`src/rtl/core/firlp_pkg.sv`:
```
// Package for the 64-tap low-pass FIR: payload structs, MAC control struct
// and the fixed coefficient design table with its quantizer.
// No dependencies.
package firlp_pkg;

   localparam int SAMPLE_BITS = 16;
   localparam int HALF_TABLE = 32;
   localparam int DESIGN_TAPS = 64;
   localparam int ROM_AW = 6;
   localparam longint unsigned DECIMAL_SCALE = 64'd100000000;

   // First half of the symmetric design, in units of 1e-8.
   localparam logic [31:0] HALF_DESIGN [HALF_TABLE] = '{
      32'd212772,  32'd220480,  32'd240508,  32'd272921,
      32'd317643,  32'd374454,  32'd442991,  32'd522754,
      32'd613105,  32'd713279,  32'd822388,  32'd939434,
      32'd1063316, 32'd1192843, 32'd1326749, 32'd1463704,
      32'd1602331, 32'd1741222, 32'd1878951, 32'd2014096,
      32'd2145249, 32'd2271036, 32'd2390133, 32'd2501279,
      32'd2603293, 32'd2695089, 32'd2775685, 32'd2844218,
      32'd2899951, 32'd2942284, 32'd2970763, 32'd2985080
   };

   typedef struct packed {
      logic signed [SAMPLE_BITS-1:0] sample_in;
      logic                          last_in;
   } req_type;

   typedef struct packed {
      logic signed [SAMPLE_BITS-1:0] sample_out;
      logic                          last_out;
   } rsp_type;

   typedef struct packed {
      logic step;
      logic step_last;
      logic clear;
   } mac_ctrl_type;

   // Quantize design tap k to Q1.(coef_bits-1), round half up.
   function automatic logic [31:0] coef_quant(int unsigned k, int unsigned coef_bits);
      logic [63:0] d;
      logic [63:0] q;
      d = 64'(HALF_DESIGN[(k < HALF_TABLE) ? k : (DESIGN_TAPS - 1 - k)]);
      q = ((d << (coef_bits - 1)) + (DECIMAL_SCALE / 2)) / DECIMAL_SCALE;
      return q[31:0];
   endfunction

endpackage

```
`src/rtl/core/firlp_tap_cell.sv`:
```
// One cell of the sample ring: holds one sample and takes its neighbor's
// value on each shift. Depends on firlp_pkg.
module firlp_tap_cell (
   input  logic                                   clock,
   input  logic                                   reset,
   input  logic                                   shift_en,
   input  logic signed [firlp_pkg::SAMPLE_BITS-1:0] sample_d,
   output logic signed [firlp_pkg::SAMPLE_BITS-1:0] sample_q
);

   logic signed [firlp_pkg::SAMPLE_BITS-1:0] sample_ff;
   logic signed [firlp_pkg::SAMPLE_BITS-1:0] sample_in;

   always_comb begin
      sample_in = shift_en ? sample_d : sample_ff;
   end

   always_ff @(posedge clock) begin
      if (reset) begin
         sample_ff <= '0;
      end else begin
         sample_ff <= sample_in;
      end
   end

   assign sample_q = sample_ff;

endmodule

```
`src/rtl/core/firlp_mac.sv`:
```
// Shared multiply-accumulate for the FIR: operand register, product
// register, accumulator, then rounding and saturation. Depends on firlp_pkg.
module firlp_mac #(
   parameter int TAP_COUNT = 64,
   parameter int COEF_BITS = 16
) (
   input  logic                                     clock,
   input  logic                                     reset,
   input  firlp_pkg::mac_ctrl_type                  ctrl,
   input  logic signed [firlp_pkg::SAMPLE_BITS-1:0] tap_sample,
   input  logic        [COEF_BITS-1:0]              tap_coef,
   output logic                                     done,
   output logic signed [firlp_pkg::SAMPLE_BITS-1:0] result
);

   localparam int SB = firlp_pkg::SAMPLE_BITS;
   localparam int PROD_W = SB + COEF_BITS + 1;
   localparam int ACC_W = PROD_W + $clog2(TAP_COUNT);

   logic                     v1_ff, e1_ff, v2_ff, e2_ff, done_ff;
   logic signed [SB-1:0]     tap_ff;
   logic [COEF_BITS-1:0]     coef_ff;
   logic signed [PROD_W-1:0] prod_ff;
   logic signed [PROD_W-1:0] prod_in;
   logic signed [ACC_W-1:0]  acc_ff;
   logic signed [ACC_W-1:0]  acc_in;
   logic signed [ACC_W-1:0]  rnd_sum;
   logic signed [ACC_W-1:0]  shifted;
   logic signed [ACC_W-1:0]  sat_hi;
   logic signed [ACC_W-1:0]  sat_lo;

   always_comb begin
      prod_in = PROD_W'(tap_ff) * PROD_W'($signed({1'b0, coef_ff}));
      acc_in  = acc_ff;
      if (ctrl.clear) begin
         acc_in = '0;
      end else if (v2_ff) begin
         acc_in = acc_ff + {{(ACC_W-PROD_W){prod_ff[PROD_W-1]}}, prod_ff};
      end
   end

   always_ff @(posedge clock) begin
      if (reset) begin
         v1_ff   <= 1'b0;
         e1_ff   <= 1'b0;
         v2_ff   <= 1'b0;
         e2_ff   <= 1'b0;
         done_ff <= 1'b0;
      end else begin
         v1_ff   <= ctrl.step;
         e1_ff   <= ctrl.step & ctrl.step_last;
         v2_ff   <= v1_ff;
         e2_ff   <= v1_ff & e1_ff;
         done_ff <= v2_ff & e2_ff;
      end
   end

   always_ff @(posedge clock) begin
      tap_ff  <= tap_sample;
      coef_ff <= tap_coef;
      prod_ff <= prod_in;
      acc_ff  <= acc_in;
   end

   // Round half up, drop the fraction, clamp to the sample range.
   always_comb begin
      sat_hi  = {{(ACC_W-SB+1){1'b0}}, {(SB-1){1'b1}}};
      sat_lo  = {{(ACC_W-SB+1){1'b1}}, {(SB-1){1'b0}}};
      rnd_sum = acc_ff + (ACC_W'(1) <<< (COEF_BITS - 2));
      shifted = rnd_sum >>> (COEF_BITS - 1);
      if (shifted > sat_hi) begin
         result = sat_hi[SB-1:0];
      end else if (shifted < sat_lo) begin
         result = sat_lo[SB-1:0];
      end else begin
         result = shifted[SB-1:0];
      end
   end

   assign done = done_ff;

endmodule

```
`src/rtl/core/fir_lowpass_filter_64tap_top.sv`:
```
// Top level of the 64-tap low-pass FIR: sample ring of tap cells,
// coefficient table, control sequencer and output register.
// Depends on firlp_pkg, firlp_tap_cell, firlp_mac.
//
//   port group  dir  payload             transfer when
//   req_        in   firlp_pkg::req_type req_valid && req_ready
//   rsp_        out  firlp_pkg::rsp_type rsp_valid && rsp_ready
//
// For each sample the ring of TAP_COUNT cells rotates once past a single
// shared multiplier, one tap per cycle, then the MAC pipeline drains;
// the next sample is taken only once the sequencer is back in idle.
// Reset (synchronous) clears the ring to zeros and empties the output.
// A finished sample waits in the output register; a new sample may enter
// meanwhile, and the sequencer holds its next result until the slot frees.
module fir_lowpass_filter_64tap_top #(
   parameter int TAP_COUNT = 64,
   parameter int COEF_BITS = 16
) (
   input  logic               clock,
   input  logic               reset,
   input  logic               req_valid,
   output logic               req_ready,
   input  firlp_pkg::req_type req_data,
   output logic               rsp_valid,
   input  logic               rsp_ready,
   output firlp_pkg::rsp_type rsp_data
);

   localparam int SB = firlp_pkg::SAMPLE_BITS;
   localparam int CNT_W = $clog2(TAP_COUNT);
   localparam int IDX_W = (CNT_W > firlp_pkg::ROM_AW) ? CNT_W : firlp_pkg::ROM_AW + 1;

   localparam logic [1:0] ST_IDLE   = 2'd0;
   localparam logic [1:0] ST_RUN    = 2'd1;
   localparam logic [1:0] ST_DRAIN  = 2'd2;
   localparam logic [1:0] ST_FINISH = 2'd3;

   logic [1:0]           state_ff, state_in;
   logic [CNT_W-1:0]     cnt_ff, cnt_in;
   logic                 last_ff, last_in;
   logic                 rsp_valid_ff, rsp_valid_in;
   firlp_pkg::rsp_type   rsp_data_ff, rsp_data_in;
   logic                 accept;
   logic                 shift_en;
   logic signed [SB-1:0] head_d;
   logic signed [SB-1:0] ring_q [TAP_COUNT];
   logic [COEF_BITS-1:0] coef_rom [firlp_pkg::DESIGN_TAPS];
   logic [IDX_W-1:0]     tap_idx;
   logic [COEF_BITS-1:0] coef_sel;
   firlp_pkg::mac_ctrl_type mac_ctrl;
   logic                 mac_done;
   logic signed [SB-1:0] mac_result;

   // Coefficient table, fixed at elaboration.
   for (genvar k = 0; k < firlp_pkg::DESIGN_TAPS; k++) begin : g_rom
      assign coef_rom[k] = COEF_BITS'(firlp_pkg::coef_quant(k, COEF_BITS));
   end

   assign accept   = req_valid && req_ready;
   assign shift_en = accept || (state_ff == ST_RUN);
   // Load a new sample on transfer, otherwise rotate the tail back to the head.
   assign head_d   = accept ? req_data.sample_in : ring_q[TAP_COUNT-1];

   for (genvar i = 0; i < TAP_COUNT; i++) begin : g_ring
      firlp_tap_cell u_cell (
         .clock    (clock),
         .reset    (reset),
         .shift_en (shift_en),
         .sample_d ((i == 0) ? head_d : ring_q[(i == 0) ? 0 : i - 1]),
         .sample_q (ring_q[i])
      );
   end

   // The tail holds x[n-cnt] while the ring turns.
   always_comb begin
      tap_idx  = IDX_W'(cnt_ff);
      coef_sel = '0;
      if (tap_idx < IDX_W'(firlp_pkg::DESIGN_TAPS)) begin
         coef_sel = coef_rom[tap_idx[firlp_pkg::ROM_AW-1:0]];
      end
      mac_ctrl.step      = (state_ff == ST_RUN);
      mac_ctrl.step_last = (cnt_ff == '0);
      mac_ctrl.clear     = accept;
   end

   firlp_mac #(
      .TAP_COUNT (TAP_COUNT),
      .COEF_BITS (COEF_BITS)
   ) u_mac (
      .clock      (clock),
      .reset      (reset),
      .ctrl       (mac_ctrl),
      .tap_sample (ring_q[TAP_COUNT-1]),
      .tap_coef   (coef_sel),
      .done       (mac_done),
      .result     (mac_result)
   );

   always_comb begin
      state_in     = state_ff;
      cnt_in       = cnt_ff;
      last_in      = last_ff;
      rsp_valid_in = rsp_valid_ff;
      rsp_data_in  = rsp_data_ff;
      req_ready    = (state_ff == ST_IDLE);
      if (rsp_valid_ff && rsp_ready) begin
         rsp_valid_in = 1'b0;
      end
      unique case (state_ff)
         ST_IDLE: begin
            if (accept) begin
               cnt_in   = CNT_W'(TAP_COUNT - 1);
               last_in  = req_data.last_in;
               state_in = ST_RUN;
            end
         end
         ST_RUN: begin
            cnt_in = cnt_ff - 1'b1;
            if (cnt_ff == '0) begin
               state_in = ST_DRAIN;
            end
         end
         ST_DRAIN: begin
            if (mac_done) begin
               state_in = ST_FINISH;
            end
         end
         ST_FINISH: begin
            // Hold the result until the output slot frees.
            if (!rsp_valid_ff || rsp_ready) begin
               rsp_valid_in           = 1'b1;
               rsp_data_in.sample_out = mac_result;
               rsp_data_in.last_out   = last_ff;
               state_in               = ST_IDLE;
            end
         end
         default: begin
            state_in = ST_IDLE;
         end
      endcase
   end

   always_ff @(posedge clock) begin
      if (reset) begin
         state_ff     <= ST_IDLE;
         cnt_ff       <= '0;
         rsp_valid_ff <= 1'b0;
      end else begin
         state_ff     <= state_in;
         cnt_ff       <= cnt_in;
         rsp_valid_ff <= rsp_valid_in;
      end
   end

   always_ff @(posedge clock) begin
      last_ff     <= last_in;
      rsp_data_ff <= rsp_data_in;
   end

   assign rsp_valid = rsp_valid_ff;
   assign rsp_data  = rsp_data_ff;

   a_start_run: assert property (@(posedge clock) disable iff (reset)
      accept |=> (state_ff == ST_RUN) && (cnt_ff == CNT_W'(TAP_COUNT - 1)))
      else $error("sequencer did not start a full ring pass after transfer");

   a_done_in_drain: assert property (@(posedge clock) disable iff (reset)
      mac_done |-> (state_ff == ST_DRAIN))
      else $error("MAC finished outside the drain phase");

   a_rsp_from_finish: assert property (@(posedge clock) disable iff (reset)
      (!rsp_valid_ff || rsp_ready) && (state_ff == ST_FINISH) |=> rsp_valid_ff
         && (state_ff == ST_IDLE))
      else $error("finished result not moved to the output register");

   a_busy_no_ready: assert property (@(posedge clock) disable iff (reset)
      (state_ff == ST_RUN) || (state_ff == ST_DRAIN) |-> !req_ready)
      else $error("input ready while the ring is in use");

endmodule

```
`config.mk`:
```
export PLATFORM = sky130hd
export DESIGN_NAME = fir_lowpass_filter_64tap_top
export DESIGN_NICKNAME = d
export VERILOG_FILES = /design/src/rtl/core/firlp_pkg.sv /design/src/rtl/core/firlp_tap_cell.sv /design/src/rtl/core/firlp_mac.sv /design/src/rtl/core/fir_lowpass_filter_64tap_top.sv
export SDC_FILE = /design/constraint.sdc
export NUM_CORES = 2
export LEC_CHECK = 0
export ABC_CLOCK_PERIOD_IN_PS = 8000
export BUFFER_PORTS_ARGS = -buffer_cell sky130_fd_sc_hd__buf_2
export CELL_PAD_IN_SITES_DETAIL_PLACEMENT = 0
export CELL_PAD_IN_SITES_GLOBAL_PLACEMENT = 1
export CORE_UTILIZATION = 50
export CTS_CLUSTER_SIZE = 28
export DETAILED_ROUTE_END_ITERATION = 12
export HOLD_SLACK_MARGIN = 0.08
export PLACE_DENSITY = 0.78
export SLEW_MARGIN = 20
export SYNTH_ARGS = -nofsm -noshare
export SYNTH_HDL_FRONTEND = slang
export SYNTH_HIERARCHICAL = 1
export SYNTH_SLANG_ARGS = --single-unit
```
`constraint.sdc`:
```
create_clock -name clock -period 8 [get_ports clock]
set_input_delay 1.6 -clock clock [delete_from_list [all_inputs] [get_ports clock]]
set_output_delay 1.6 -clock clock [all_outputs]
set_load 0.03 [all_outputs]
```
==> After elaboration in Yosys (flattened, before gate mapping) <==
Memories as Yosys holds them, arrays and structs flattened. A register that Yosys moved wholly into a read port is not among the register bits.
Index checks and enable logic that the tools add are counted.
{ "word_totals": {"inputBits": 21, "register_bits": 1144, "output_inout_bits": 19, "mem_bits_ro": 1024, "n_memories": 1, "word_cells": 120} }
{ "classes": {"mux": 12, "order_cmp": 2, "bitwise": 4, "reduce_logical": 12, "multipliers": 1, "eq_ne": 7, "addsub": 3} }
{ "memory_table": {"columns": ["name", "words", "word_bits", "rd", "rd_clocked_by_memory_dff", "wr", "line", "rtl"], "rows": [
  ["(no name shown)", 64, 16, 1, 1, 0, "fir_lowpass_filter_64tap_top.sv:79", "coef_sel = coef_rom[tap_idx[firlp_pkg::ROM_AW-1:0]];"]
]} }
{ "op_table": {"columns": ["cell", "count"], "rows": [
  ["adder 39 x 16 -> 39 bit, second input constant", 1],
  ["adder 39 bit", 1],
  ["multiplier 16 x 17 -> 33 bit", 1],
  ["two-way mux 16 bit", 2],
  ["> comparator 24 x 16 -> 1 bit, second input constant", 1],
  ["< comparator 24 x 16 -> 1 bit, second input constant", 1],
  ["one-hot mux 6 bit (2 select lines)", 1],
  ["two-way mux 2 bit", 4],
  ["one-hot mux 2 bit (4 select lines)", 1],
  ["inverter 6 -> 7 bit", 1],
  ["zero test 6 bit", 1],
  ["two-way mux 6 bit", 1],
  ["AND reduction 2 bit", 3],
  ["subtractor 6 x 1 -> 6 bit, second input constant", 1],
  ["equality test 2 bit, second input constant", 2],
  ["!= test 2 x 1 -> 1 bit, second input constant", 2],
  ["!= test 2 bit, second input constant", 2],
  ["AND reduction 4 bit", 1],
  ["AND 1 bit", 3],
  ["two-way mux 1 bit", 3],
  ["equality test 2 x 1 -> 1 bit, second input constant", 1],
  ["logical AND 1 bit", 2],
  ["zero test 2 bit", 1],
  ["logical OR 1 bit", 2],
  ["other kinds (2)", 2]
]} }

==> Longest topological paths before layout <==
{ "logic_depth": {"depth_word": 4, "ltp_mapped": 23} }

==> Hierarchy <==
Netlist, hierarchy kept.
{ "by_module_without_submodules": {"columns": ["module", "instances", "area_each_um2", "cells_per_inst", "seq_area_each_um2"], "rows": [
  ["firlp_tap_cell", 64, 580.6, 52, 320.3],
  ["firlp_mac", 1, 14121.0, 1604, 2182.1],
  ["fir_lowpass_filter_64tap_top", 1, 2402.3, 241, 720.7]
]} }

==> Worst setup path after synthesis <==
No wires, ideal clock.
{ "synth_path": {"path_kind": "reg-to-reg", "startpoint": "register u_mac.tap_ff[15]", "endpoint": "register u_mac.prod_ff[32]", "setup_ns": 0.121, "path_buffers": 1, "required_time_ns": 7.879, "period_less_slack_ns": 6.355, "stages_incl_launch_ff": 22, "path_slack_ns": 1.645, "arrival_time_ns": 6.234, "path_cell_list": "dfxtp_1 > inv_1 > clkbuf_1 > nor2_1 > fa_1 > fa_1 > fa_1 > fa_1 > fa_1 > inv_1 > fa_1 > inv_1 > ha_1 > a21o_1 > a21o_1 > a311o_1 > o41a_1 > a2111oi_4 > nor3b_1 > o31a_1 > nor2_2 > xnor2_1"} }
{ "synth_between": {"elab_chain_cells": 1} }
{ "synth_lines": {"columns": ["element", "line", "rtl"], "rows": [
  ["start: declaration", "firlp_mac.sv:21", "logic signed [SB-1:0] tap_ff;"],
  ["start signal: assignment", "firlp_mac.sv:59", "tap_ff <= tap_sample;"],
  ["multiplier 16 x 17 -> 33 bit", "firlp_mac.sv:33", "prod_in = PROD_W'(tap_ff) * PROD_W'($signed({1'b0, coef_ff}));"],
  ["named net u_mac.prod_in[32]", "firlp_mac.sv:24", "logic signed [PROD_W-1:0] prod_in;"],
  ["end signal: assignment", "firlp_mac.sv:61", "prod_ff <= prod_in;"],
  ["end: declaration", "firlp_mac.sv:23", "logic signed [PROD_W-1:0] prod_ff;"]
]} }
The timed path passes the listed nets, and every way through them passes these cells.
A chain may end at the register's enable or synchronous reset.

==> Final worst setup path <==
{ "layout_path": {"startpoint": "register u_mac.coef_ff[8]", "endpoint": "register u_mac.prod_ff[32]"} }
{ "layout_between": {"elab_chain_cells": 1} }
{ "layout_lines": {"columns": ["element", "line", "rtl"], "rows": [
  ["start: declaration", "firlp_mac.sv:22", "logic [COEF_BITS-1:0] coef_ff;"],
  ["multiplier 16 x 17 -> 33 bit", "firlp_mac.sv:33", null],
  ["named net u_mac.prod_in[32]", "firlp_mac.sv:24", null]
]} }
The timed path passes the listed nets, and every way through them passes these cells.

==> out/results.env <==
ANTENNA_FOUND_INITIAL=0
POST_SYNTH_XOR_AREA_FRACTION_PCT=1.24
COMBINATIONAL_FAMILY_WITH_THE_MOST_AREA_AFTER_SYNTHESIS='multiplexers'
MAXIMUM_VDD_IR_DROP_mV=0.290
CTS-HOLD-FIX-BUFFERS=0
TIMING_WORST_SLEW_PIN_VALUE_NS=1.07
RSZ_0062_RAISED_AFTER_GLOBAL_ROUTING='false'
IOS=40
SLEW_HEADROOM_PCT=28.7
WORST-ENDPOINT-REQUIRED_NS=8.61
FINALMAXSLEWVIOLATIONS=0
YOSYSMOSTFREQUENTCELL='dfxtp_1'
CELLLEAKAGEPOWER_nW=26.0
SYNTH_COMPOUND_GATE_AREA_SHARE_PCT=3.86
DRC_ERRORS=0
DP_HPWL_MM=59.6
POSTLAYOUTSETUPSLACKWORST_NS=1.30
CP_CELL_SEQUENCE='nand2_1 > fa_1 > inv_1 > fa_1 > fa_1 > fa_1 > fa_1 > inv_1 > fa_1 > inv_1 > ha_1 > a21o_1 > a21o_1 > a311o_1 > o41a_1 > a2111oi_4 > nor3b_1 > o31a_1 > nor2_2 > xnor2_1'
ROUTED_WL_MM=91.6
ARRIVAL_NS=7.31
NUM_ANTENNA_CELLS=0
WORST_CLOCK_SKEW_NS=0.0261
TOTAL_NUMBER_OF_YOSYS_WARNINGS=6
GRT_FIRST_PASS_WIRELENGTH_MM=155
GRT_MAX_DEGREE=241
TIMING.FINAL.HOLD_VIOLATIONS=0
FIN_NETS=5426
SYNTH-ASYNC-RESET-RATIO_PCT=0
CLK_LATENCY_NS=0.69
NUMBER_OF_BUFFER_CELLS_ADDED_ON_PRIMARY_PORTS=39
DRT_PASS1_ITERATIONS=5
CORE-AREA_UM2=106000
FINALSETUPTNS_NS=0
HOLD_PATH.CLASS='register to register'
TIMING.SETUP.CRITICAL_PATH_CLASS='register to register'
COUNT_OF_FILL_CELLS_ADDED_DURING_FILLER_INSERTION=9528
HOLD_WS_NS=0.373
DETAILROUTE.VIA_COUNT=32700
LAYOUT-AREA-OVERHEAD-VS-SYNTH_PCT=6.67
CRIT_FANOUT=16
FP.DIEW_UM=330
TIMING.CRITICAL_PATH.SLOWEST_CELL_DELAY_NS=0.78
FINALNONFILLERCELLS=6516
ENDPOINT_KIND='register'
MULTI_INPUT_COMB_AREA_UM2=26400
SYNTHCELLS=5173
STDCELL_AREA_UM2=57300
BUFFERS_INVERTERS_ON_CRITICAL_PATH=3
POWER_PER_CELL_AREA_nW_PER_UM2=274
MOST_COMMON_CELL_TYPE_ON_THE_CRITICAL_PATH='fa_1'
AVGROUTEDWIREPERCELL_UM=14.1
PLACEDINSTANCEAREA_UM2=53100
FINALPOWER_mW=15.7
LAYOUT_WORST_PATH_CYCLE_SHARE_PCT=83.8
YS_DOMINANT_REG_CELL='dfxtp_1'
TRITONCTS='done'
FINAL_CELL_UTILIZATION_OF_THE_CORE_PCT=54.1
POST_SYNTH_FA_HA_MAJ_AREA_FRACTION_PCT=11.5
POST_CTS_RESIZED=0
PLACEMENT.SETUP.WORST_SLACK_NS=1.26
DPL.CELL_COUNT=6302
COUNT_OF_UNIQUE_LIBRARY_CELLS_INSTANTIATED_BY_YOSYS=85
WORST_SETUP_HOLD_PATH_CLK_SLEW_NS=0.06
CLOCK-ROOT-BUFFER='clkbuf_16'
GRT_OVERFLOW=0
FLOORPLAN.INITIALDENSITY_PCT=50.7
H-TREE-DEPTH=3
DRT.ANTENNA.VIOLATING_NETS=0
CRITPATHLAUNCHTYPE='register'
DIE_HEIGHT_UM=330
SYNTH.FF_LATCH_COUNT=1160
POST-CTS-SETUP-BUFFERS=0
SYNTH.AREA.MUX_SHARE_PCT=20.2
SYNTH.YOSYS.SEQ_AREA_SHARE_PCT=43.6
FIRST_GLOBAL_VIAS=31300
YOSYS.AREA_SHARE.SIMPLE_PCT=12.2
SYNTH_TOP_CELLS_BY_COUNT='dfxtp_1, nor2_1, mux2i_1, inv_1, nand2_1'
SYNTHESIS.AREA_UM2=53700
SYNTHESIS.AREA_PER_INSTANCE_UM2=10.4
INSERTED_CLOCK_BUFFERS=116
CRITICAL-PATH-TOP-DELAY-FAMILY='adder cells'
TIMING.FINAL.CRIT_PERIOD_NS=6.70
GP_ROUTABILITY_CONGESTION=0.847
SETUP_VIOL_COUNT_FINAL=0
YOSYS-TOP-CELLS-AREA='dfxtp_1, mux2i_1, nor2_1, fa_1, ha_1'
GLOBALROUTETOTALUTIL_PCT=16.9
VIAS_PER_CELL=5.02
RUN_STATUS='finished, final reports clean'
CTSLONGESTPATHBUFFERS=3
MAX_FREQ_MHz=149
MAXCAPVIOLCOUNT=0
CRITPATHSLOWESTCELL='dfxtp_1'
FINAL-SEQ-AREA_UM2=23400
DRT_ITER0_DRC=1756
LAYOUT-DRIVE-GT1-SHARE_PCT=6.13
SYNTH_LARGEST_AREA_CELL='dfxtp_1'
YOSYSTOPAREACELLSHARE_PCT=42.6
CTS_NUM_SINKS=1160
STD_CELL_ROWS=119
FLOORPLAN.DIE_AREA_UM2=109000
SYNTH_ENABLE_FLOP_CELLS=18
## power breakdown
group          internal, mW  leakage, nW  switching, mW
clock                  3.45         2.04           2.24
combinational          1.77         14.6           2.15
sequential             5.90         9.37          0.211
## final timing paths
path | startpoint | to | slack (ns) | depth (start not counted)
min reg2reg | g_ring[63].u_cell/sample_q[0] | u_mac/tap_ff[0] | 0.37 | 0
min | g_ring[63].u_cell/sample_q[0] | u_mac/tap_ff[0] | 0.37 | 0
max reg2reg | u_mac/coef_ff[8] | u_mac/prod_ff[32] | 1.30 | 20
max | u_mac/coef_ff[8] | u_mac/prod_ff[32] | 1.30 | 20
## worst register-to-register path: stages, from the launching register on
cell	delay [ns]
dfxtp_1	0.78
nand2_1	0.17
fa_1	0.53
inv_1	0.05
fa_1	0.46
fa_1	0.52
fa_1	0.53
fa_1	0.56
inv_1	0.06
fa_1	0.52
inv_1	0.04
ha_1	0.37
a21o_1	0.19
a21o_1	0.18
a311o_1	0.38
o41a_1	0.43
a2111oi_4	0.25
nor3b_1	0.12
o31a_1	0.30
nor2_2	0.09
xnor2_1	0.12
## flip-flops by register name, summed over array words and instances (netlist names)
signal                  count
u_mac/coef_ff              16
u_mac/e2_ff                 1
u_mac/v1_ff                 1
state_ff                    2
rsp_data                   17
cnt_ff                      6
rsp_valid                   1
u_mac/done                  1
u_mac/tap_ff               16
u_mac/v2_ff                 1
u_mac/acc_ff               39
g_ring.u_cell/sample_q   1024
last_ff                     1
u_mac/prod_ff              33
u_mac/e1_ff                 1
## cell usage in the layout, fill, tap and decap left out, types with 23 or more instances in the layout
| cell type | synthesis | layout |
|---|---|---|
| nand2_1 | 197 | 197 |
| o21ai_0 | 38 | 38 |
| dfxtp_1 | 1142 | 1141 |
| xor2_1 | 39 | 39 |
| ha_1 | 181 | 181 |
| a21o_1 | 32 | 32 |
| buf_2 | 77 | 38 |
| xnor2_1 | 37 | 37 |
| fa_1 | 195 | 195 |
| clkbuf_8 | 0 | 36 |
| inv_1 | 270 | 270 |
| a21oi_1 | 78 | 78 |
| nor2_1 | 1116 | 1116 |
| a211oi_1 | 23 | 23 |
| mux2i_1 | 1048 | 1048 |
| o21ai_1 | 30 | 30 |
| and2_1 | 128 | 128 |
| clkbuf_16 | 0 | 117 |
## metal layers
| metal | part of all wire (%) | routed length (um) | global-route usage (%) |
|---|---|---|---|
| met1 | 49 | 44500 | 22.9 |
| met3 | 3.1 | 2810 | 2.59 |
| met5 | 0 | 0 | 0 |
| met4 | 2.9 | 2690 | 5.79 |
| met2 | 45 | 41600 | 27.5 |
## kinds of logic after synthesis
logic type	Yosys count
adder cells (fa/ha/maj)	376
flip-flops	1160
AO/OA/AOI/OAI	308
buffers and inverters	606
XOR/XNOR	76
AND/OR/NAND/NOR	1572
multiplexers	1074
other	1
## cell type report
cell class	count	area share, %
sequential	1160	40.9
inverter	274	1.80
timing repair buffer	65	0.983
clock inverter	43	1.15
clock buffer	171	6.10
tap	1391	3.04
multi-input combinational	3412	46.1
Note: power is estimated with default switching activity, not from simulation.
